**config.mk**
```make
export PLATFORM = sky130hd
export DESIGN_NAME = multi_flow_packet_pacer_unit
export DESIGN_NICKNAME = d
export VERILOG_FILES = /design/src/rtl/mfpp_pkg.sv /design/src/rtl/mfpp_div.sv /design/src/rtl/mfpp_mul.sv /design/src/rtl/multi_flow_packet_pacer_unit.sv
export VERILOG_INCLUDE_DIRS = /design/src /design/src/rtl
export SDC_FILE = /design/constraint.sdc
export NUM_CORES = 2
export LEC_CHECK = 0
export BUFFER_PORTS_ARGS = -buffer_cell sky130_fd_sc_hd__buf_2
export CAP_MARGIN = 10
export CORE_MARGIN = 2
export CORE_UTILIZATION = 35
export DETAILED_ROUTE_END_ITERATION = 8
export MAX_ROUTING_LAYER = met4
export PLACE_DENSITY = 0.5
export RECOVER_POWER = 25
export SYNTH_ARGS = -nofsm -noshare
export SYNTH_HDL_FRONTEND = slang
export SYNTH_HIERARCHICAL = 1
export SYNTH_SLANG_ARGS = --single-unit
```
**constraint.sdc**
```tcl
create_clock -name clk -period 15.05 [get_ports clk]
set_input_delay 0.7525 -clock clk [delete_from_list [all_inputs] [get_ports clk]]
set_output_delay 0.7525 -clock clk [all_outputs]
set_load 0.05 [all_outputs]
```
**src/rtl/multi_flow_packet_pacer_unit_defines.svh**
```systemverilog
// Assertion macros for the packet pacer.
`ifndef MULTI_FLOW_PACKET_PACER_UNIT_DEFINES_SVH
`define MULTI_FLOW_PACKET_PACER_UNIT_DEFINES_SVH

`ifndef SYNTHESIS
`define MFPP_ASSERT(lbl, clk, rst_n, prop, msg) \
	lbl: assert property (@(posedge clk) disable iff (!rst_n) prop) else $error(msg);
`define MFPP_ASSERT_ALWAYS(lbl, clk, prop, msg) \
	lbl: assert property (@(posedge clk) prop) else $error(msg);
`else
`define MFPP_ASSERT(lbl, clk, rst_n, prop, msg)
`define MFPP_ASSERT_ALWAYS(lbl, clk, prop, msg)
`endif

`endif

```
**src/rtl/mfpp_pkg.sv**
```systemverilog
package mfpp_pkg;

	localparam int TIME_W        = 48;
	localparam int IV_W          = 32;
	localparam int CNT_W         = 16;
	localparam int FLOW_W        = 2;
	localparam int K_W           = TIME_W + 1;
	localparam int CFG_REGS      = 4;
	localparam int CFG_IDX_W     = 2;
	localparam int NUM_FLOWS_DEF = 4;

	localparam logic [CNT_W-1:0]  MAX_BURST = 16'd65535;
	localparam logic [TIME_W-1:0] TIME_MAX  = {TIME_W{1'b1}};

	localparam int DIV_STEPS = TIME_W;
	localparam int MUL_STEPS = IV_W;
	localparam int DIV_CNT_W = $clog2(DIV_STEPS);
	localparam int MUL_CNT_W = $clog2(MUL_STEPS);

	typedef struct packed {
		logic busy;
		logic done;
	} mfpp_unit_stat_t;

endpackage

```
**src/rtl/mfpp_div.sv**
```systemverilog
module mfpp_div import mfpp_pkg::*; (
	input  logic                 clk,
	input  logic                 arst_n,
	input  logic                 start,
	input  logic [TIME_W-1:0]    dividend,
	input  logic [IV_W-1:0]      divisor,
	output logic [TIME_W-1:0]    quotient,
	output mfpp_unit_stat_t      stat
);

	localparam logic [DIV_CNT_W-1:0] LAST_STEP = DIV_CNT_W'(DIV_STEPS - 1);

	logic [TIME_W-1:0]    dvd_q;
	logic [IV_W-1:0]      dvs_q;
	logic [IV_W-1:0]      rem_q;
	logic [DIV_CNT_W-1:0] cnt_q;
	logic                 busy_q;
	logic                 done_q;
	logic [IV_W:0]        trial;
	logic [IV_W:0]        trial_sub;
	logic                 take;

	assign trial     = {rem_q, dvd_q[TIME_W-1]};
	assign trial_sub = trial - {1'b0, dvs_q};
	assign take      = (trial >= {1'b0, dvs_q});

	always_ff @(posedge clk or negedge arst_n) begin
		if (!arst_n) begin
			busy_q <= 1'b0;
			done_q <= 1'b0;
			cnt_q  <= '0;
		end else begin
			done_q <= 1'b0;
			if (start) begin
				dvd_q  <= dividend;
				dvs_q  <= divisor;
				rem_q  <= '0;
				cnt_q  <= '0;
				busy_q <= 1'b1;
			end else if (busy_q) begin
				rem_q <= take ? trial_sub[IV_W-1:0] : trial[IV_W-1:0];
				dvd_q <= {dvd_q[TIME_W-2:0], take};
				cnt_q <= cnt_q + 1'b1;
				if (cnt_q == LAST_STEP) begin
					busy_q <= 1'b0;
					done_q <= 1'b1;
				end
			end
		end
	end

	assign quotient  = dvd_q;
	assign stat.busy = busy_q;
	assign stat.done = done_q;

endmodule

```
**src/rtl/mfpp_mul.sv**
```systemverilog
module mfpp_mul import mfpp_pkg::*; (
	input  logic                 clk,
	input  logic                 arst_n,
	input  logic                 start,
	input  logic [K_W-1:0]       mcand,
	input  logic [IV_W-1:0]      mplier,
	output logic [TIME_W-1:0]    product,
	output mfpp_unit_stat_t      stat
);

	localparam logic [MUL_CNT_W-1:0] LAST_STEP = MUL_CNT_W'(MUL_STEPS - 1);

	logic [K_W-1:0]       mcand_q;
	logic [IV_W-1:0]      mplier_q;
	logic [TIME_W-1:0]    acc_q;
	logic                 ovf_q;
	logic [MUL_CNT_W-1:0] cnt_q;
	logic                 busy_q;
	logic                 done_q;
	logic [TIME_W+1:0]    sum;

	assign sum = {1'b0, acc_q, 1'b0} + (mplier_q[IV_W-1] ? {1'b0, mcand_q} : '0);

	always_ff @(posedge clk or negedge arst_n) begin
		if (!arst_n) begin
			busy_q <= 1'b0;
			done_q <= 1'b0;
			cnt_q  <= '0;
		end else begin
			done_q <= 1'b0;
			if (start) begin
				mcand_q  <= mcand;
				mplier_q <= mplier;
				acc_q    <= '0;
				ovf_q    <= 1'b0;
				cnt_q    <= '0;
				busy_q   <= 1'b1;
			end else if (busy_q) begin
				acc_q    <= sum[TIME_W-1:0];
				ovf_q    <= ovf_q | (sum[TIME_W+1:TIME_W] != 2'b00);
				mplier_q <= {mplier_q[IV_W-2:0], 1'b0};
				cnt_q    <= cnt_q + 1'b1;
				if (cnt_q == LAST_STEP) begin
					busy_q <= 1'b0;
					done_q <= 1'b1;
				end
			end
		end
	end

	// saturate once any partial product leaves the time range
	assign product   = ovf_q ? TIME_MAX : acc_q;
	assign stat.busy = busy_q;
	assign stat.done = done_q;

endmodule

```
**src/rtl/multi_flow_packet_pacer_unit.sv**
```systemverilog
// channel  dir  handshake             payload
// in       in   in_valid / in_ready   elapsed_time
// out      out  out_valid / out_ready flow_index packet_count next_due_time
//                                     earliest_due_time last_flow
// cfg      in   cfg_wr_en             cfg_index cfg_data
//
// An enabled flow runs a 48-step bit-serial divider, a 32-step bit-serial
// multiplier and the control states around them. A disabled flow skips both.
// One input beat steps through all NUM_FLOWS flows in order.
// Reset clears intervals and sent counts at once; there is no clearing pass.
// An output stall holds the pacer before the next flow; in_ready is high
// only between items, while the last result may still wait in the output.
`include "multi_flow_packet_pacer_unit_defines.svh"

module multi_flow_packet_pacer_unit import mfpp_pkg::*; #(
	parameter int NUM_FLOWS = NUM_FLOWS_DEF
) (
	input  logic                 clk,
	input  logic                 arst_n,
	input  logic                 in_valid,
	output logic                 in_ready,
	input  logic [TIME_W-1:0]    elapsed_time,
	output logic                 out_valid,
	input  logic                 out_ready,
	output logic [FLOW_W-1:0]    flow_index,
	output logic [CNT_W-1:0]     packet_count,
	output logic [TIME_W-1:0]    next_due_time,
	output logic [TIME_W-1:0]    earliest_due_time,
	output logic                 last_flow,
	input  logic                 cfg_wr_en,
	input  logic [CFG_IDX_W-1:0] cfg_index,
	input  logic [IV_W-1:0]      cfg_data
);

	localparam int SENT_IDX_W = (NUM_FLOWS > 1) ? $clog2(NUM_FLOWS) : 1;
	localparam logic [FLOW_W-1:0] LAST_FLOW = FLOW_W'(NUM_FLOWS - 1);

	typedef enum logic [2:0] {
		S_IDLE,
		S_LOAD,
		S_DIV,
		S_DIFF,
		S_SAT,
		S_ADV,
		S_MUL,
		S_EMIT
	} state_t;

	state_t              state_q;
	logic [IV_W-1:0]     interval_q [CFG_REGS];
	logic [TIME_W-1:0]   packets_sent_q [NUM_FLOWS];
	logic [FLOW_W-1:0]   flow_q;
	logic [TIME_W-1:0]   elapsed_q;
	logic [TIME_W-1:0]   due_q;
	logic [TIME_W:0]     diff_q;
	logic [TIME_W-1:0]   sent_cur_q;
	logic [CNT_W-1:0]    count_q;
	logic [TIME_W-1:0]   next_q;
	logic [TIME_W-1:0]   earliest_q;

	logic                out_valid_q;
	logic [FLOW_W-1:0]   flow_index_q;
	logic [CNT_W-1:0]    packet_count_q;
	logic [TIME_W-1:0]   next_due_q;
	logic [TIME_W-1:0]   earliest_out_q;
	logic                last_flow_q;

	logic [IV_W-1:0]       iv_cur;
	logic [TIME_W-1:0]     sent_rd;
	logic [TIME_W-1:0]     sent_new;
	logic [K_W-1:0]        mul_mcand;
	logic                  div_start;
	logic                  mul_start;
	logic [TIME_W-1:0]     quotient;
	logic [TIME_W-1:0]     product;
	logic                  is_last;
	logic                  emit;
	mfpp_unit_stat_t       div_stat;
	mfpp_unit_stat_t       mul_stat;

	assign iv_cur    = interval_q[flow_q];
	assign sent_rd   = packets_sent_q[flow_q[SENT_IDX_W-1:0]];
	assign sent_new  = sent_cur_q + TIME_W'(count_q);
	assign mul_mcand = {1'b0, sent_new} + K_W'(1);
	assign div_start = (state_q == S_LOAD) && (iv_cur != '0);
	assign mul_start = (state_q == S_ADV);
	assign is_last   = (flow_q == LAST_FLOW);
	assign in_ready  = (state_q == S_IDLE);
	assign emit      = (state_q == S_EMIT) && (!out_valid_q || out_ready);

	mfpp_div u_div (
		.clk      (clk),
		.arst_n   (arst_n),
		.start    (div_start),
		.dividend (elapsed_q),
		.divisor  (iv_cur),
		.quotient (quotient),
		.stat     (div_stat)
	);

	mfpp_mul u_mul (
		.clk     (clk),
		.arst_n  (arst_n),
		.start   (mul_start),
		.mcand   (mul_mcand),
		.mplier  (iv_cur),
		.product (product),
		.stat    (mul_stat)
	);

	always_ff @(posedge clk or negedge arst_n) begin
		if (!arst_n) begin
			for (int i = 0; i < CFG_REGS; i++) begin
				interval_q[i] <= '0;
			end
		end else if (cfg_wr_en) begin
			interval_q[cfg_index] <= cfg_data;
		end
	end

	always_ff @(posedge clk or negedge arst_n) begin
		if (!arst_n) begin
			state_q     <= S_IDLE;
			flow_q      <= '0;
			out_valid_q <= 1'b0;
			for (int i = 0; i < NUM_FLOWS; i++) begin
				packets_sent_q[i] <= '0;
			end
		end else begin
			if (emit) begin
				out_valid_q <= 1'b1;
			end else if (out_ready) begin
				out_valid_q <= 1'b0;
			end
			case (state_q)
				S_IDLE: begin
					if (in_valid) begin
						elapsed_q  <= elapsed_time;
						earliest_q <= TIME_MAX;
						flow_q     <= '0;
						state_q    <= S_LOAD;
					end
				end
				S_LOAD: begin
					if (iv_cur == '0) begin
						count_q <= '0;
						next_q  <= TIME_MAX;
						state_q <= S_EMIT;
					end else begin
						state_q <= S_DIV;
					end
				end
				S_DIV: begin
					if (div_stat.done) begin
						due_q   <= quotient;
						state_q <= S_DIFF;
					end
				end
				S_DIFF: begin
					diff_q     <= {1'b0, due_q} - {1'b0, sent_rd};
					sent_cur_q <= sent_rd;
					state_q    <= S_SAT;
				end
				S_SAT: begin
					if (diff_q[TIME_W]) begin
						count_q <= '0;
					end else if (diff_q[TIME_W-1:0] > TIME_W'(MAX_BURST)) begin
						count_q <= MAX_BURST;
					end else begin
						count_q <= diff_q[CNT_W-1:0];
					end
					state_q <= S_ADV;
				end
				S_ADV: begin
					packets_sent_q[flow_q[SENT_IDX_W-1:0]] <= sent_new;
					state_q <= S_MUL;
				end
				S_MUL: begin
					if (mul_stat.done) begin
						next_q <= product;
						if (product < earliest_q) begin
							earliest_q <= product;
						end
						state_q <= S_EMIT;
					end
				end
				S_EMIT: begin
					if (emit) begin
						flow_index_q   <= flow_q;
						packet_count_q <= count_q;
						next_due_q     <= next_q;
						earliest_out_q <= is_last ? earliest_q : '0;
						last_flow_q    <= is_last;
						if (is_last) begin
							state_q <= S_IDLE;
						end else begin
							flow_q  <= flow_q + 1'b1;
							state_q <= S_LOAD;
						end
					end
				end
				default: begin
					state_q <= S_IDLE;
				end
			endcase
		end
	end

	assign out_valid         = out_valid_q;
	assign flow_index        = flow_index_q;
	assign packet_count      = packet_count_q;
	assign next_due_time     = next_due_q;
	assign earliest_due_time = earliest_out_q;
	assign last_flow         = last_flow_q;

	`MFPP_ASSERT(a_idle_units, clk, arst_n, in_ready |-> (!div_stat.busy && !mul_stat.busy), "serial unit busy while taking a beat")
	`MFPP_ASSERT(a_div_running, clk, arst_n, (state_q == S_DIV) |-> (div_stat.busy || div_stat.done), "waiting on an idle divider")
	`MFPP_ASSERT(a_mul_running, clk, arst_n, (state_q == S_MUL) |-> (mul_stat.busy || mul_stat.done), "waiting on an idle multiplier")
	`MFPP_ASSERT(a_last_index, clk, arst_n, (out_valid_q && last_flow_q) |-> (flow_index_q == LAST_FLOW), "last beat on wrong flow")
	`MFPP_ASSERT_ALWAYS(a_reset_quiet, clk, !arst_n |-> (!out_valid && in_ready), "outputs active in reset")

endmodule
```
---- Yosys cells after proc, flatten, opt, wreduce, memory -nomap -nowiden ----
Index checks and enable logic that the tools add are counted.
word-level totals
  logic and storage cells ................. 163
  output and inout bits ................... 117
  register bits ........................... 1,003
  input bits .............................. 87
cells by class
  bitwise gates (word level) .............. 3
  magnitude comparators ................... 7
  multiplexer cells ....................... 62
  reductions and logical operators ........ 30
  eq/ne operators ......................... 17
  $add $sub $neg .......................... 8
operators by type and width
  kind                                                             count
  two-way mux 48 bit                                               12
  two-way mux 32 bit                                               7
  bitwise mux 192 bit                                              1
  case mux 48 bit (2 select lines)                                 2
  bitwise mux 128 bit                                              1
  binary-select mux 48 bit (select 2 bit)                          1
  demux 48 bit (select 2 bit)                                      1
  binary-select mux 32 bit (select 2 bit)                          1
  demux 32 bit (select 2 bit)                                      1
  adder 49 x 50 -> 50 bit                                          1
  adder 48 x 1 -> 49 bit, second input constant                    1
  two-way mux 49 bit                                               1
  subtractor 48 x 48 -> 49 bit                                     1
  adder 48 x 16 -> 48 bit                                          1
  greater-than comparator 48 x 16 -> 1 bit, second input constant  1
  less-than comparator 48 bit                                      1
  two-way mux 16 bit                                               3
  greater-or-equal comparator 33 x 32 -> 1 bit                     1
  logical NOT 32 bit                                               1
  case mux 16 bit (2 select lines)                                 1
  nonzero test 32 bit                                              1
  subtractor 32 bit                                                1
  case mux 3 bit (8 select lines)                                  1
  two-way mux 1 bit                                                16
  29 further kinds                                                 68

---- Logic depth before layout (Yosys ltp) ----
  depth in word-level cells ............... 8
  mapped depth ............................ 18
  depth with buffers taken out ............ 13

---- Modules after synthesis ----
Netlist, hierarchy kept.
modules (own cells, without submodules)
  module                        seq. area each (um^2)  cells an instance  instances  area an instance (um^2)
  multi_flow_packet_pacer_unit  20,769.9               2,617              1          33,988.8
  mfpp_mul                      4,078.9                810                1          8,613.3
  mfpp_div                      3,563.4                637                1          7,093.1

---- Worst setup path before layout ----
OpenSTA, ideal clock, no wires.
  path kind ............................... reg-to-reg
  start point ............................. register u_mul.ovf_q
  end point ............................... register earliest_q[0] (enable)
  path buffers ............................ 1
  setup slack ............................. 7.590 ns
  required time ........................... 14.477 ns
  setup time .............................. 0.573 ns
  stages on the path, launching flop included .. 14
  arrival ................................. 6.887 ns
  period minus slack after synthesis ...... 7.460 ns
  cell sequence ........................... edfxtp_1 > clkbuf_1 > or2_2 > ha_1 > a21o_1 > a21o_1 > a21o_1 > a21oi_1 > nor2b_1 > o21ai_0 > nand2b_1 > a211oi_1 > a31oi_1 > nor4_1
between the ends
  word-level cells in the longest chain between the ends .. 4
ends and longest elaborated chain
  element                                 line                                 RTL
  from (decl)                             mfpp_mul.sv:16                       logic ovf_q;
  from (signal assigned)                  mfpp_mul.sv:40                       ovf_q <= ovf_q | (sum[TIME_W+1:TIME_W] != 2'b00);
  two-way mux 48 bit                      mfpp_mul.sv:52                       assign product = ovf_q ? TIME_MAX : acc_q;
  named net product[17]                   multi_flow_packet_pacer_unit.sv:75   logic [TIME_W-1:0] product;
  less-than comparator 48 bit             multi_flow_packet_pacer_unit.sv:181  if (product < earliest_q) begin
  inequality test 2 bit (no source line)  n/a
  AND reduction 5 bit (no source line)    n/a
  to (signal assigned)                    multi_flow_packet_pacer_unit.sv:182  earliest_q <= product;
  to (decl)                               multi_flow_packet_pacer_unit.sv:59   logic [TIME_W-1:0] earliest_q;
The timed path passes the listed nets, and every way through them passes these cells.
A chain may end at the register's enable or synchronous reset.

---- Worst setup path in the final report ----
  start point ............................. input arst_n
  end point ............................... register u_mul.mcand_q[0] (enable)
between the ends
  word-level cells in the longest chain between the ends .. 1
ends and longest elaborated chain
  element                               line                                RTL
  from (decl)                           multi_flow_packet_pacer_unit.sv:19  input logic arst_n,
  AND reduction 2 bit (no source line)  n/a
  to (signal assigned)                  mfpp_mul.sv:32                      mcand_q <= mcand;
  to (decl)                             mfpp_mul.sv:13                      logic [K_W-1:0] mcand_q;
No other way between the ends.

==> summary.md <==
| Metric | Value |
|---|---|
| Status | complete, but fails checks |
| Violations in the final reports | capacitance limit, slew limit |
| Synth Warn # | 6 |
| Placed cell area | between 50000 and 60000 um^2 |
| Number of buffers added to fix hold violations after cts | 0 |
| # rows | 138 |
| Count of instances resized after the clock tree is built | 0 |
| Number of buffers added for setup after CTS | 0 |
| Share of total power in sequential cells | 47.2% |
| Fraction of final layout cells sized beyond drive strength 1 | 19.89% |
| Count of buffering cells on the critical path with inverters included | 3 |
| I/O pin count | 204 |
| Setup slack after placement | 9734 ps |
| Post-synth design cell area | 49680 um^2 |
| Maximum net fanout on the critical path | 102 |
| Grt total ovfl | 0 |
| Total setup violations reported at the end of the flow | 0 |
| Internal power consumption | between 5 and 6 mW |
| Largest stage delay, worst path | between 3000 and 4000 ps |
| Number of instances on the worst hold path | 1 |
| Post-detailed-placement half-perimeter wirelength | 88040 um |
| Setup repair after global routing missed its margin | false |
| Syn Inst Count | 4062 |
| Layout overhead on the synthesized area | 13.24% |
| Filler cells | 13600 |
| GP Congestion | a little under 0.9 |
| Period utilization | between 50% and 60% |
| DR vias/cell | 5.070 |
| Worst R2R Start | flow_q[1]$_DFFE_PN0P_ |
| Relative contribution of combinational cells to total power | 13.1% |
| HP Class | in -> reg |
| Clock tree buffer depth | 3 |
| Avg WL per Cell | 20.05 um |
| Floorplan die height | 380.8 um |
| Chip Width | 380.8 um |
| Most common cell after layout, fill and taps aside | edfxtp_1 |
| Mean Syn Cell Area | 12.23 um^2 |
| Standard cell core area | 141200 um^2 |
| H-tree levels | 3 |
| Worst Setup Start Kind | input port |
| Vias in the first global route | 31640 |
| First-pass iteration count of the detailed router | 6 |
| Clock power frac | 39.7% |
| Total power | 6.753 mW |
| Cell type group with the largest total delay on the critical path | buffers and inverters |
| Global-route wire length before repair | 194800 um |
| Clock tree from TritonCTS | built |
| Max-slew violations | ~360 |
| Master cell of the clock root buffer | clkbuf_16 |
| Initial cell density of the core | 35.17% |
| Count of nets left with antenna violations after detail routing | 0 |
| Floorplan die area | ~140000 um^2 |
| Max-capacitance violation count | 8 |
| Switching fraction of total power | approximately 25% |
| Min Hold Slack | about 190 ps |
| Final design utilization | 39.83% |
| Arrival time worst endpoint | 8550 ps |
| Net Switching | around 1.7 mW |
| Cells after DPL | about 6000 |
| Tightest slew margin relative to the limit | -276.2% |
| Required time of the critical path | 15390 ps |
| Cell occurring most often along the worst timing path | clkbuf_1 |
| Count of input and output buffers | approximately 200 |
| Standby leakage power | 21.21 nW |
| Clock latency on the worst-skew pair | 740 ps |
| Worst Tran Pin Value | 5643 ps |
| Cts bufs inserted | 110 |
| Depth of the critical timing path with buffers and inverters included | 4 |
| Total Routed Length | ~120000 um |
| Initial antenna violation count | 3 |
| DRC errors left | 0 |
| Top library cells by usage in the layout, fill and taps aside | edfxtp_1, nand2_1, dfrtp_1 |
| Crit path time final | 8207 ps |
| DR vias | 31520 |
| Fin cells | 6217 |
| Setup TNS after final layout | 0 ps |
| Worst Min Path Start | elapsed_time[19] |
| Number of nets in the layout | 4523 |
| Post-Syn Nets | 4356 |
| IR drop worst, VDD | 0.00009824 V |
| Worst reg2reg path depth | 11 |
| Max Clk Rate | 121.9 MHz |
| Final worst slack | roughly 6800 ps |
| Power density over the cells | ~120 nW/um^2 |
| CTS sink count | 1003 |
| Largest net degree at the start of global routing | 103 |
| Launching instance or port of the critical path | arst_n |
| Slowest cell on the critical path | clkbuf_1 |
| Overall global routing resource usage | 17.68% |
| Total count of hold-check failures in the final report | 0 |
| Clock slew at reported path FFs | 60 ps |
| Cell-by-cell listing of the critical path | clkbuf_1, clkbuf_1, clkbuf_1, and2_2 |
| Type of the worst setup path | in -> reg |
| Final non-filler cell area | approximately 56000 um^2 |
| Sort of element at the end of the critical path | register |
| Iteration-0 DRC count of the detailed router | 2010 |
| Worst clock skew | ~58 ps |
final cells by class:
| cell class | count | area [um^2] | share of cell area [%] |
|---|---|---|---|
| Sequential cell | 1003 | 28420 | 50.51 |
| Tap cell | 1890 | 2365 | 4.203 |
| Clock buffer | 142 | 2943 | 5.231 |
| Inverter | 189 | 709.4 | 1.261 |
| Clock inverter | 65 | 651.9 | 1.159 |
| Multi-Input combinational cell | 2677 | 19830 | 35.25 |
| Antenna cell | 3 | 7.507 | 0.01334 |
| Timing Repair Buffer | 248 | 1334 | 2.371 |
routing by layer:
layer / track usage [%] / share of wire [%]
met1: 24.82 / 48
met2: 27.20 / 46
met3: 2.395 / 4.3
met4: 4.114 / 1.8
met5: - / 0
final timing paths:
kind,endpoint,slack (ps)
worst max-delay path,u_mul/mcand_q[0]$_DFFE_PP_,6840
worst min-delay path,elapsed_q[19]$_DFFE_PP_,190
worst max register to register,u_div/quotient[1]$_DFFE_PP_,7910
worst min register to register,next_due_time[35]$_DFFE_PP_,410
max in group asynchronous,out_valid$_DFFE_PN0P_,7330
min in group asynchronous,interval_q[109]$_DFFE_PN0P_,2080
power by group through the flow:
stage / combinational [mW] / clock (mW) / sequential [mW]
after floorplan: 0.693 / 0 / 3.20
after global placement: 0.875 / 0 / 3.25
after detailed placement: 0.883 / 0 / 3.24
after CTS: 0.887 / 2.77 / 3.19
after global routing: 0.987 / 2.87 / 3.21
final: 0.883 / 2.68 / 3.19
state kept, by name, summed over array words and instances, names as in the netlist, 49 cells and up:
signal	flops
diff_q	49
interval_q	128
packets_sent_q	192
u_mul/mcand_q	49
Power figures use the tool's default switching activity.
